File: config.mk
export PLATFORM = sky130hd
export DESIGN_NAME = slot_table_with_aging_core
export DESIGN_NICKNAME = d
export VERILOG_FILES = /design/src/rtl/core/sta_pkg.sv /design/src/rtl/core/sta_table.sv /design/src/rtl/core/sta_seq.sv /design/src/rtl/core/slot_table_with_aging_core.sv
export SDC_FILE = /design/constraint.sdc
export NUM_CORES = 1
export LEC_CHECK = 0
export BUFFER_PORTS_ARGS = -buffer_cell sky130_fd_sc_hd__buf_4
export CORE_MARGIN = 5
export CORE_UTILIZATION = 60
export DETAILED_ROUTE_END_ITERATION = 16
export HOLD_SLACK_MARGIN = 0.08
export PLACE_DENSITY = 0.77
export SETUP_SLACK_MARGIN = 0.05
export SLEW_MARGIN = 5
export SYNTH_ARGS = -nofsm -noshare
export SYNTH_HDL_FRONTEND = slang
export SYNTH_SLANG_ARGS = --single-unit
File: constraint.sdc
create_clock -name aclk -period 6.1 [get_ports aclk]
set_input_delay 0.61 -clock aclk [delete_from_list [all_inputs] [get_ports aclk]]
set_output_delay 0.61 -clock aclk [all_outputs]
set_load 0.05 [all_outputs]
File: src/rtl/core/sta_pkg.sv
`timescale 1ns / 1ps

package sta_pkg;

    localparam int DEFAULT_NUM_SLOTS = 8;

    localparam int ID_W     = 16;
    localparam int CD_W     = 8;
    localparam int RELOAD_W = 7;
    localparam int STATUS_W = 2;
    localparam int SLOT_W   = 3;
    localparam int EXP_W    = 4;

    localparam logic [RELOAD_W-1:0] RELOAD_RESET = 7'd10;
    localparam logic [CD_W-1:0]     CD_FREE      = 8'hFF;
    localparam logic [CD_W-1:0]     CD_EXPIRING  = 8'd1;
    localparam logic [EXP_W-1:0]    EXP_MAX      = 4'd15;

    localparam logic CMD_REGISTER = 1'b0;
    localparam logic CMD_TICK     = 1'b1;

    localparam logic [STATUS_W-1:0] STATUS_OK   = 2'd0;
    localparam logic [STATUS_W-1:0] STATUS_FULL = 2'd1;
    localparam logic [STATUS_W-1:0] STATUS_TICK = 2'd2;

    typedef struct packed {
        logic [ID_W-1:0] id;
        logic [CD_W-1:0] cd;
    } entry_t;

    localparam entry_t FREE_ENTRY = '{id: '0, cd: CD_FREE};

    typedef struct packed {
        logic [EXP_W-1:0]    expired_count;
        logic [SLOT_W-1:0]   slot_index;
        logic [STATUS_W-1:0] status;
    } result_t;

endpackage

File: src/rtl/core/sta_table.sv
`timescale 1ns / 1ps

module sta_table import sta_pkg::*; #(
    parameter int NUM_SLOTS = DEFAULT_NUM_SLOTS,
    localparam int IDX_W = $clog2(NUM_SLOTS)
) (
    input  logic             aclk,
    input  logic             aresetn,
    input  logic             wr_en,
    input  logic [IDX_W-1:0] wr_addr,
    input  entry_t           wr_data,
    input  logic [IDX_W-1:0] rd_addr,
    output entry_t           rd_data
);

    entry_t                 mem [NUM_SLOTS];
    logic [NUM_SLOTS-1:0]   vld_reg;
    entry_t                 rd_q_reg;
    logic                   rd_vld_reg;

    // Entries never written since reset read back as free with ID 0.
    always_ff @(posedge aclk) begin
        if (!aresetn) begin
            vld_reg <= '0;
        end else if (wr_en) begin
            vld_reg[wr_addr] <= 1'b1;
        end
    end

    always_ff @(posedge aclk) begin
        if (wr_en) begin
            mem[wr_addr] <= wr_data;
        end
        rd_q_reg   <= mem[rd_addr];
        rd_vld_reg <= vld_reg[rd_addr];
    end

    assign rd_data = rd_vld_reg ? rd_q_reg : FREE_ENTRY;

endmodule

File: src/rtl/core/sta_seq.sv
`timescale 1ns / 1ps

module sta_seq import sta_pkg::*; #(
    parameter int NUM_SLOTS = DEFAULT_NUM_SLOTS,
    localparam int IDX_W = $clog2(NUM_SLOTS)
) (
    input  logic                aclk,
    input  logic                aresetn,
    input  logic                in_valid,
    output logic                in_ready,
    input  logic                in_cmd,
    input  logic [ID_W-1:0]     in_id,
    input  logic [RELOAD_W-1:0] reload,
    output logic                wr_en,
    output logic [IDX_W-1:0]    wr_addr,
    output entry_t              wr_data,
    output logic [IDX_W-1:0]    rd_addr,
    input  entry_t              rd_data,
    output logic                res_valid,
    input  logic                res_ready,
    output result_t             res
);

    localparam int CNT_W = $clog2(NUM_SLOTS + 1);
    localparam logic [CNT_W-1:0] CNT_END = CNT_W'(NUM_SLOTS);

    localparam logic [2:0] ST_IDLE   = 3'd0;
    localparam logic [2:0] ST_SCAN   = 3'd1;
    localparam logic [2:0] ST_FINISH = 3'd2;
    localparam logic [2:0] ST_FILL   = 3'd3;
    localparam logic [2:0] ST_DONE   = 3'd4;

    logic [2:0]       state_reg, state_next;
    logic             cmd_reg, cmd_next;
    logic [ID_W-1:0]  id_reg, id_next;
    logic [CNT_W-1:0] cnt_reg, cnt_next;
    logic [CNT_W-1:0] wptr_reg, wptr_next;
    logic             pend_reg, pend_next;
    logic [IDX_W-1:0] pend_idx_reg, pend_idx_next;
    logic             found_reg, found_next;
    logic [IDX_W-1:0] pos_reg, pos_next;
    logic             free_found_reg, free_found_next;
    logic [IDX_W-1:0] free_pos_reg, free_pos_next;
    logic [EXP_W-1:0] removed_reg, removed_next;
    result_t          res_reg, res_next;
    logic [IDX_W-1:0] target;

    assign target = found_reg ? pos_reg : free_pos_reg;

    always_comb begin
        state_next      = state_reg;
        cmd_next        = cmd_reg;
        id_next         = id_reg;
        cnt_next        = cnt_reg;
        wptr_next       = wptr_reg;
        pend_next       = pend_reg;
        pend_idx_next   = pend_idx_reg;
        found_next      = found_reg;
        pos_next        = pos_reg;
        free_found_next = free_found_reg;
        free_pos_next   = free_pos_reg;
        removed_next    = removed_reg;
        res_next        = res_reg;
        wr_en           = 1'b0;
        wr_addr         = wptr_reg[IDX_W-1:0];
        wr_data         = FREE_ENTRY;
        rd_addr         = cnt_reg[IDX_W-1:0];
        in_ready        = (state_reg == ST_IDLE);
        res_valid       = (state_reg == ST_DONE);

        unique case (state_reg)
            ST_IDLE: begin
                if (in_valid) begin
                    cmd_next        = in_cmd;
                    id_next         = in_id;
                    cnt_next        = '0;
                    wptr_next       = '0;
                    pend_next       = 1'b0;
                    found_next      = 1'b0;
                    free_found_next = 1'b0;
                    removed_next    = '0;
                    state_next      = ST_SCAN;
                end
            end
            ST_SCAN: begin
                pend_next     = (cnt_reg < CNT_END);
                pend_idx_next = cnt_reg[IDX_W-1:0];
                if (cnt_reg < CNT_END) begin
                    cnt_next = cnt_reg + 1'b1;
                end
                if (pend_reg) begin
                    if (cmd_reg == CMD_REGISTER) begin
                        if (!found_reg && rd_data.id == id_reg) begin
                            found_next = 1'b1;
                            pos_next   = pend_idx_reg;
                        end
                        if (!free_found_reg && rd_data.cd == CD_FREE) begin
                            free_found_next = 1'b1;
                            free_pos_next   = pend_idx_reg;
                        end
                    end else if (rd_data.cd == CD_EXPIRING) begin
                        if (removed_reg != EXP_MAX) begin
                            removed_next = removed_reg + 1'b1;
                        end
                    end else begin
                        // Surviving entries are packed down toward index zero.
                        wr_en      = 1'b1;
                        wr_data.id = rd_data.id;
                        wr_data.cd = rd_data.cd[CD_W-1] ? rd_data.cd : rd_data.cd - 1'b1;
                        wptr_next  = wptr_reg + 1'b1;
                    end
                end
                if (cnt_reg == CNT_END && !pend_reg) begin
                    state_next = (cmd_reg == CMD_TICK) ? ST_FILL : ST_FINISH;
                end
            end
            ST_FINISH: begin
                res_next.expired_count = '0;
                if (found_reg || free_found_reg) begin
                    wr_en               = 1'b1;
                    wr_addr             = target;
                    wr_data.id          = id_reg;
                    wr_data.cd          = {1'b0, reload};
                    res_next.status     = STATUS_OK;
                    res_next.slot_index = SLOT_W'(target);
                end else begin
                    res_next.status     = STATUS_FULL;
                    res_next.slot_index = '0;
                end
                state_next = ST_DONE;
            end
            ST_FILL: begin
                if (wptr_reg < CNT_END) begin
                    wr_en     = 1'b1;
                    wptr_next = wptr_reg + 1'b1;
                end else begin
                    res_next.status        = STATUS_TICK;
                    res_next.slot_index    = '0;
                    res_next.expired_count = removed_reg;
                    state_next             = ST_DONE;
                end
            end
            ST_DONE: begin
                if (res_ready) begin
                    state_next = ST_IDLE;
                end
            end
            default: begin
                state_next = ST_IDLE;
            end
        endcase
    end

    assign res = res_reg;

    always_ff @(posedge aclk) begin
        if (!aresetn) begin
            state_reg <= ST_IDLE;
            pend_reg  <= 1'b0;
        end else begin
            state_reg <= state_next;
            pend_reg  <= pend_next;
        end
        cmd_reg        <= cmd_next;
        id_reg         <= id_next;
        cnt_reg        <= cnt_next;
        wptr_reg       <= wptr_next;
        pend_idx_reg   <= pend_idx_next;
        found_reg      <= found_next;
        pos_reg        <= pos_next;
        free_found_reg <= free_found_next;
        free_pos_reg   <= free_pos_next;
        removed_reg    <= removed_next;
        res_reg        <= res_next;
    end

endmodule

File: src/rtl/core/slot_table_with_aging_core.sv
`timescale 1ns / 1ps

// Aging slot table with NUM_SLOTS entries, each a 16-bit device ID and a countdown.
// Input words arrive on the s_ channel: tuser carries the command (register or tick),
// tdata the device ID. Each input word yields exactly one result word on the m_ channel:
// tuser carries the status, tdata the slot index and the expired count.
// Every word is handled by one sequencer that scans the table memory one entry per cycle
// through its single read port, whose read data is registered.
// A register command scans the table and then writes the entry it found or a free one.
// A tick command scans the table, packing survivors, and then rewrites the freed tail
// of the table with free entries one entry per cycle.
// s_tready is high only while no word is in progress, so one word is handled at a time.
// The result sits in an output register; a stalled receiver only blocks the block once
// the next result is ready and the register is still full.
// The user must write the timeout reload through cfg_we and cfg_wdata only while idle.
// The block itself does not enforce this. After reset all entries are free with ID 0,
// the reload is 10, and no result is pending. No clearing pass is needed after reset.
module slot_table_with_aging_core import sta_pkg::*; #(
    parameter int NUM_SLOTS = DEFAULT_NUM_SLOTS
) (
    input  logic                aclk,
    input  logic                aresetn,
    input  logic                cfg_we,
    input  logic [RELOAD_W-1:0] cfg_wdata,
    input  logic                s_tvalid,
    output logic                s_tready,
    input  logic [15:0]         s_tdata,   // [15:0] device_id
    input  logic [0:0]          s_tuser,   // [0] command
    output logic                m_tvalid,
    input  logic                m_tready,
    output logic [7:0]          m_tdata,   // [2:0] slot_index, [6:3] expired_count, [7] zero
    output logic [1:0]          m_tuser    // [1:0] status
);

    localparam int IDX_W = $clog2(NUM_SLOTS);

    logic [RELOAD_W-1:0] reload_reg, reload_next;
    logic                m_tvalid_reg, m_tvalid_next;
    result_t             m_res_reg, m_res_next;

    logic                wr_en;
    logic [IDX_W-1:0]    wr_addr;
    entry_t              wr_data;
    logic [IDX_W-1:0]    rd_addr;
    entry_t              rd_data;
    logic                res_valid;
    logic                res_ready;
    result_t             res;

    sta_table #(
        .NUM_SLOTS (NUM_SLOTS)
    ) u_table (
        .aclk    (aclk),
        .aresetn (aresetn),
        .wr_en   (wr_en),
        .wr_addr (wr_addr),
        .wr_data (wr_data),
        .rd_addr (rd_addr),
        .rd_data (rd_data)
    );

    sta_seq #(
        .NUM_SLOTS (NUM_SLOTS)
    ) u_seq (
        .aclk      (aclk),
        .aresetn   (aresetn),
        .in_valid  (s_tvalid),
        .in_ready  (s_tready),
        .in_cmd    (s_tuser[0]),
        .in_id     (s_tdata),
        .reload    (reload_reg),
        .wr_en     (wr_en),
        .wr_addr   (wr_addr),
        .wr_data   (wr_data),
        .rd_addr   (rd_addr),
        .rd_data   (rd_data),
        .res_valid (res_valid),
        .res_ready (res_ready),
        .res       (res)
    );

    assign res_ready = !m_tvalid_reg || m_tready;

    always_comb begin
        reload_next   = reload_reg;
        m_tvalid_next = m_tvalid_reg;
        m_res_next    = m_res_reg;
        if (cfg_we) begin
            reload_next = cfg_wdata;
        end
        if (res_valid && res_ready) begin
            m_tvalid_next = 1'b1;
            m_res_next    = res;
        end else if (m_tready) begin
            m_tvalid_next = 1'b0;
        end
    end

    always_ff @(posedge aclk) begin
        if (!aresetn) begin
            reload_reg   <= RELOAD_RESET;
            m_tvalid_reg <= 1'b0;
        end else begin
            reload_reg   <= reload_next;
            m_tvalid_reg <= m_tvalid_next;
        end
        m_res_reg <= m_res_next;
    end

    assign m_tvalid = m_tvalid_reg;
    assign m_tdata  = {1'b0, m_res_reg.expired_count, m_res_reg.slot_index};
    assign m_tuser  = m_res_reg.status;

endmodule

==> results.txt <==
status = complete, no violations
antenna viol nets, final = 0
Tcrit/Tclk final = 57.3%
GPL Wtd Cong = 0.855
Starting Density = 60.6%
post-CTS setup buffers = 0
Fillers = 1269
Residual DRC = 0
# rows = 51
CTS Buffer Depth = 3
Max H-tree Level = 1
first-pass GRT wire length = 36000 um
hold buffers post-CTS = 0
reg2reg start = u_seq.state_reg[1]$_SDFFE_PN0P_
Min-Delay Path Depth = 1
Layout Area Growth over Synthesis = 14.0%
Final Slew Violations = 0
initial antenna violation count = 0
Syn. warnings = 0
Syn Inst Count = 673
final setup fails = 0
PortBufs = 39
largest net degree at the start of global routing = 56
die area = 22500 um2
synthesized area per cell = 17.5 um2
n_diodes = 0
crit-path max cell delay = 840 ps
Synth area leaders = edfxtp_1 64%, mux4_2 9.6%, dfxtp_1 7.7%
vias after detailed routing = 6215
Placement Cell Area = 12400 um2
ys flop type = edfxtp_1
Seq cells post-synth = 295
Worst Hold End = u_seq.id_reg[13]$_DFFE_PP_
R2R Setup Slk = 2610 ps
CP required = 6300 ps
skew final = 12.5 ps
detailed placement HPWL = 14100 um
Die Span Y = 150 um
RR Endpoint = u_table.mem[4][9]$_DFFE_PP_
clk slew on worst S/H paths = 60 ps
maxcap violations = 0
Least-Margin Pin Slew = 1270 ps
setup tns final = 0 ps
Pleak = 4.90 nW
Max FO, Critical Path = 25
CP Class = flip-flop to flip-flop
Clock Root Buffer = clkbuf_16
most frequent cells in the layout = 250 x edfxtp_1, 51 x buf_4, 50 x mux4_2
drt pass-1 iters = 5
share of flip-flops with an asynchronous set or reset = 0%
drt via density = 6.13
crit-path leading delay family = simple AND/OR/NAND/NOR gates
Num Clock Sinks = 295
global route overflow = 0
most common cell after layout, fill and taps aside = edfxtp_1
Total GRT Usage = 21.1%
WP buf/inv = 1
NumNets Final = 760
Period minus WS final = 3490 ps
Final Hold Fails = 0
Worst Hold Launch = s_tdata[13]
FF-to-FF path depth = 5
design area = 13400 um2
I/O pins = 41
RSZ-0062 raised after global routing = no
critical path's slowest cell = nor3_4
initial DRC count = 556
Pwr Density = 338 nW/um2
Yosys cell types = 60
syn_nets = 708
number of flops mapped to enable cells by yosys = 250
synthesized cell area = 11800 um2
top-area cell type share of the netlist area = 63.9%
crit end category = flip-flop
CTS tree = done
clock buffer count from CTS = 30
sequential share of the synthesized area = 71.5%
Max IR drop VDD = 283 uV
critical path cell sequence = nand2b_4 > nor3_4 > mux2i_2 > nor3b_4 > buf_4
die width = 150 um
# resized after CTS = 0
Avg WL per Cell = 22.8 um
crit path launch type = flip-flop
Detailed Route WL = 23100 um
max reg flops = 192
total core area = 19400 um2
type of the tightest min-delay check = input port to flip-flop
f_max = 286 MHz
Setup WS pre-CTS = 2740 ps
Clk Latency, worst-skew pair = 550 ps
crit path DAT = 3700 ps
cell taking the most area after synthesis = edfxtp_1
Worst Setup Slack, final = 2610 ps
share of cells above drive strength 1 = 25.5%
vias in the first global route = 6444
Final Power = 0.00453 W
Rel. slew slack = 15.1%
report_power, final:
group / internal, W / switching, W
combinational: 0.000153 / 0.000162
clock: 0.00117 / 0.000738
sequential: 0.00223 / 0.0000736
total: 0.00355 / 0.000974
final cells by class:
| type | instances | area (um2) | share of cell area (%) |
|---|---|---|---|
| inverter | 16 | 60.1 | 0.448 |
| multi-input combinational | 331 | 3180 | 23.7 |
| clock inverter | 20 | 264 | 1.97 |
| tap | 265 | 332 | 2.47 |
| sequential | 295 | 8410 | 62.7 |
| clock buffer | 36 | 783 | 5.84 |
| timing repair buffer | 51 | 383 | 2.86 |
routing by layer:
| metal | vias up | wire length, um | track usage, % |
|---|---|---|---|
| li1 | 2762 | - | - |
| met1 | 3138 | 9520 | 28.7 |
| met2 | 258 | 11300 | 35.1 |
| met3 | 57 | 1660 | 3.91 |
| met4 | 0 | 687 | 6.68 |
| met5 | - | 0 | 0 |
synth_stat cells, drive strengths merged, types with 12 or more instances:
cell type	n
nor2b	12
dfxtp	45
mux2	25
mux4	50
a22o	17
edfxtp	250
buf	15
inv	15
a21oi	21
clkbuf	16
nor3	12
nand2	20
mux2i	14
nor2	33
o21ai	15
stage by stage:
step                      utilization, %  hold WS [ps]  std cells
final                               69.1           230       1014
after global routing                69.1           210       1014
after CTS                           69.1           211       1014
after detailed placement            63.7           405        958
after global placement              63.7           403        958
after floorplan                        -           400        673
worst max path at each step:
| stage | startpoint | endpoint | slack [ps] | cells past startpoint |
|---|---|---|---|---|
| after floorplan | u_table.rd_vld_reg$_DFF_P_ | u_table.mem[7][0]$_DFFE_PP_ | 2360 | 9 |
| after global placement | u_seq.state_reg[1]$_SDFFE_PN0P_ | u_table.mem[5][23]$_DFFE_PP_ | 2890 | 6 |
| after detailed placement | u_seq.state_reg[1]$_SDFFE_PN0P_ | u_table.mem[5][23]$_DFFE_PP_ | 2740 | 6 |
| after CTS | u_seq.state_reg[1]$_SDFFE_PN0P_ | u_table.mem[4][5]$_DFFE_PP_ | 2670 | 5 |
| after global routing | u_seq.state_reg[1]$_SDFFE_PN0P_ | u_table.mem[4][5]$_DFFE_PP_ | 2420 | 5 |
| final | u_seq.state_reg[1]$_SDFFE_PN0P_ | u_table.mem[4][9]$_DFFE_PP_ | 2610 | 5 |
cell families (layout without fill, tap and decap cells):
kind of cell	count (synthesis)	after routing	share of synthesized area, %
buf+inv	47	123	1.83
other cells	1	1	0.0319
fa+ha+maj	6	6	0.638
flops	295	295	71.5
mux	89	89	13.2
simple gates	136	136	6.73
xor+xnor	15	15	1.12
compound gates	84	84	4.95
(Power assumes the default switching activity.)
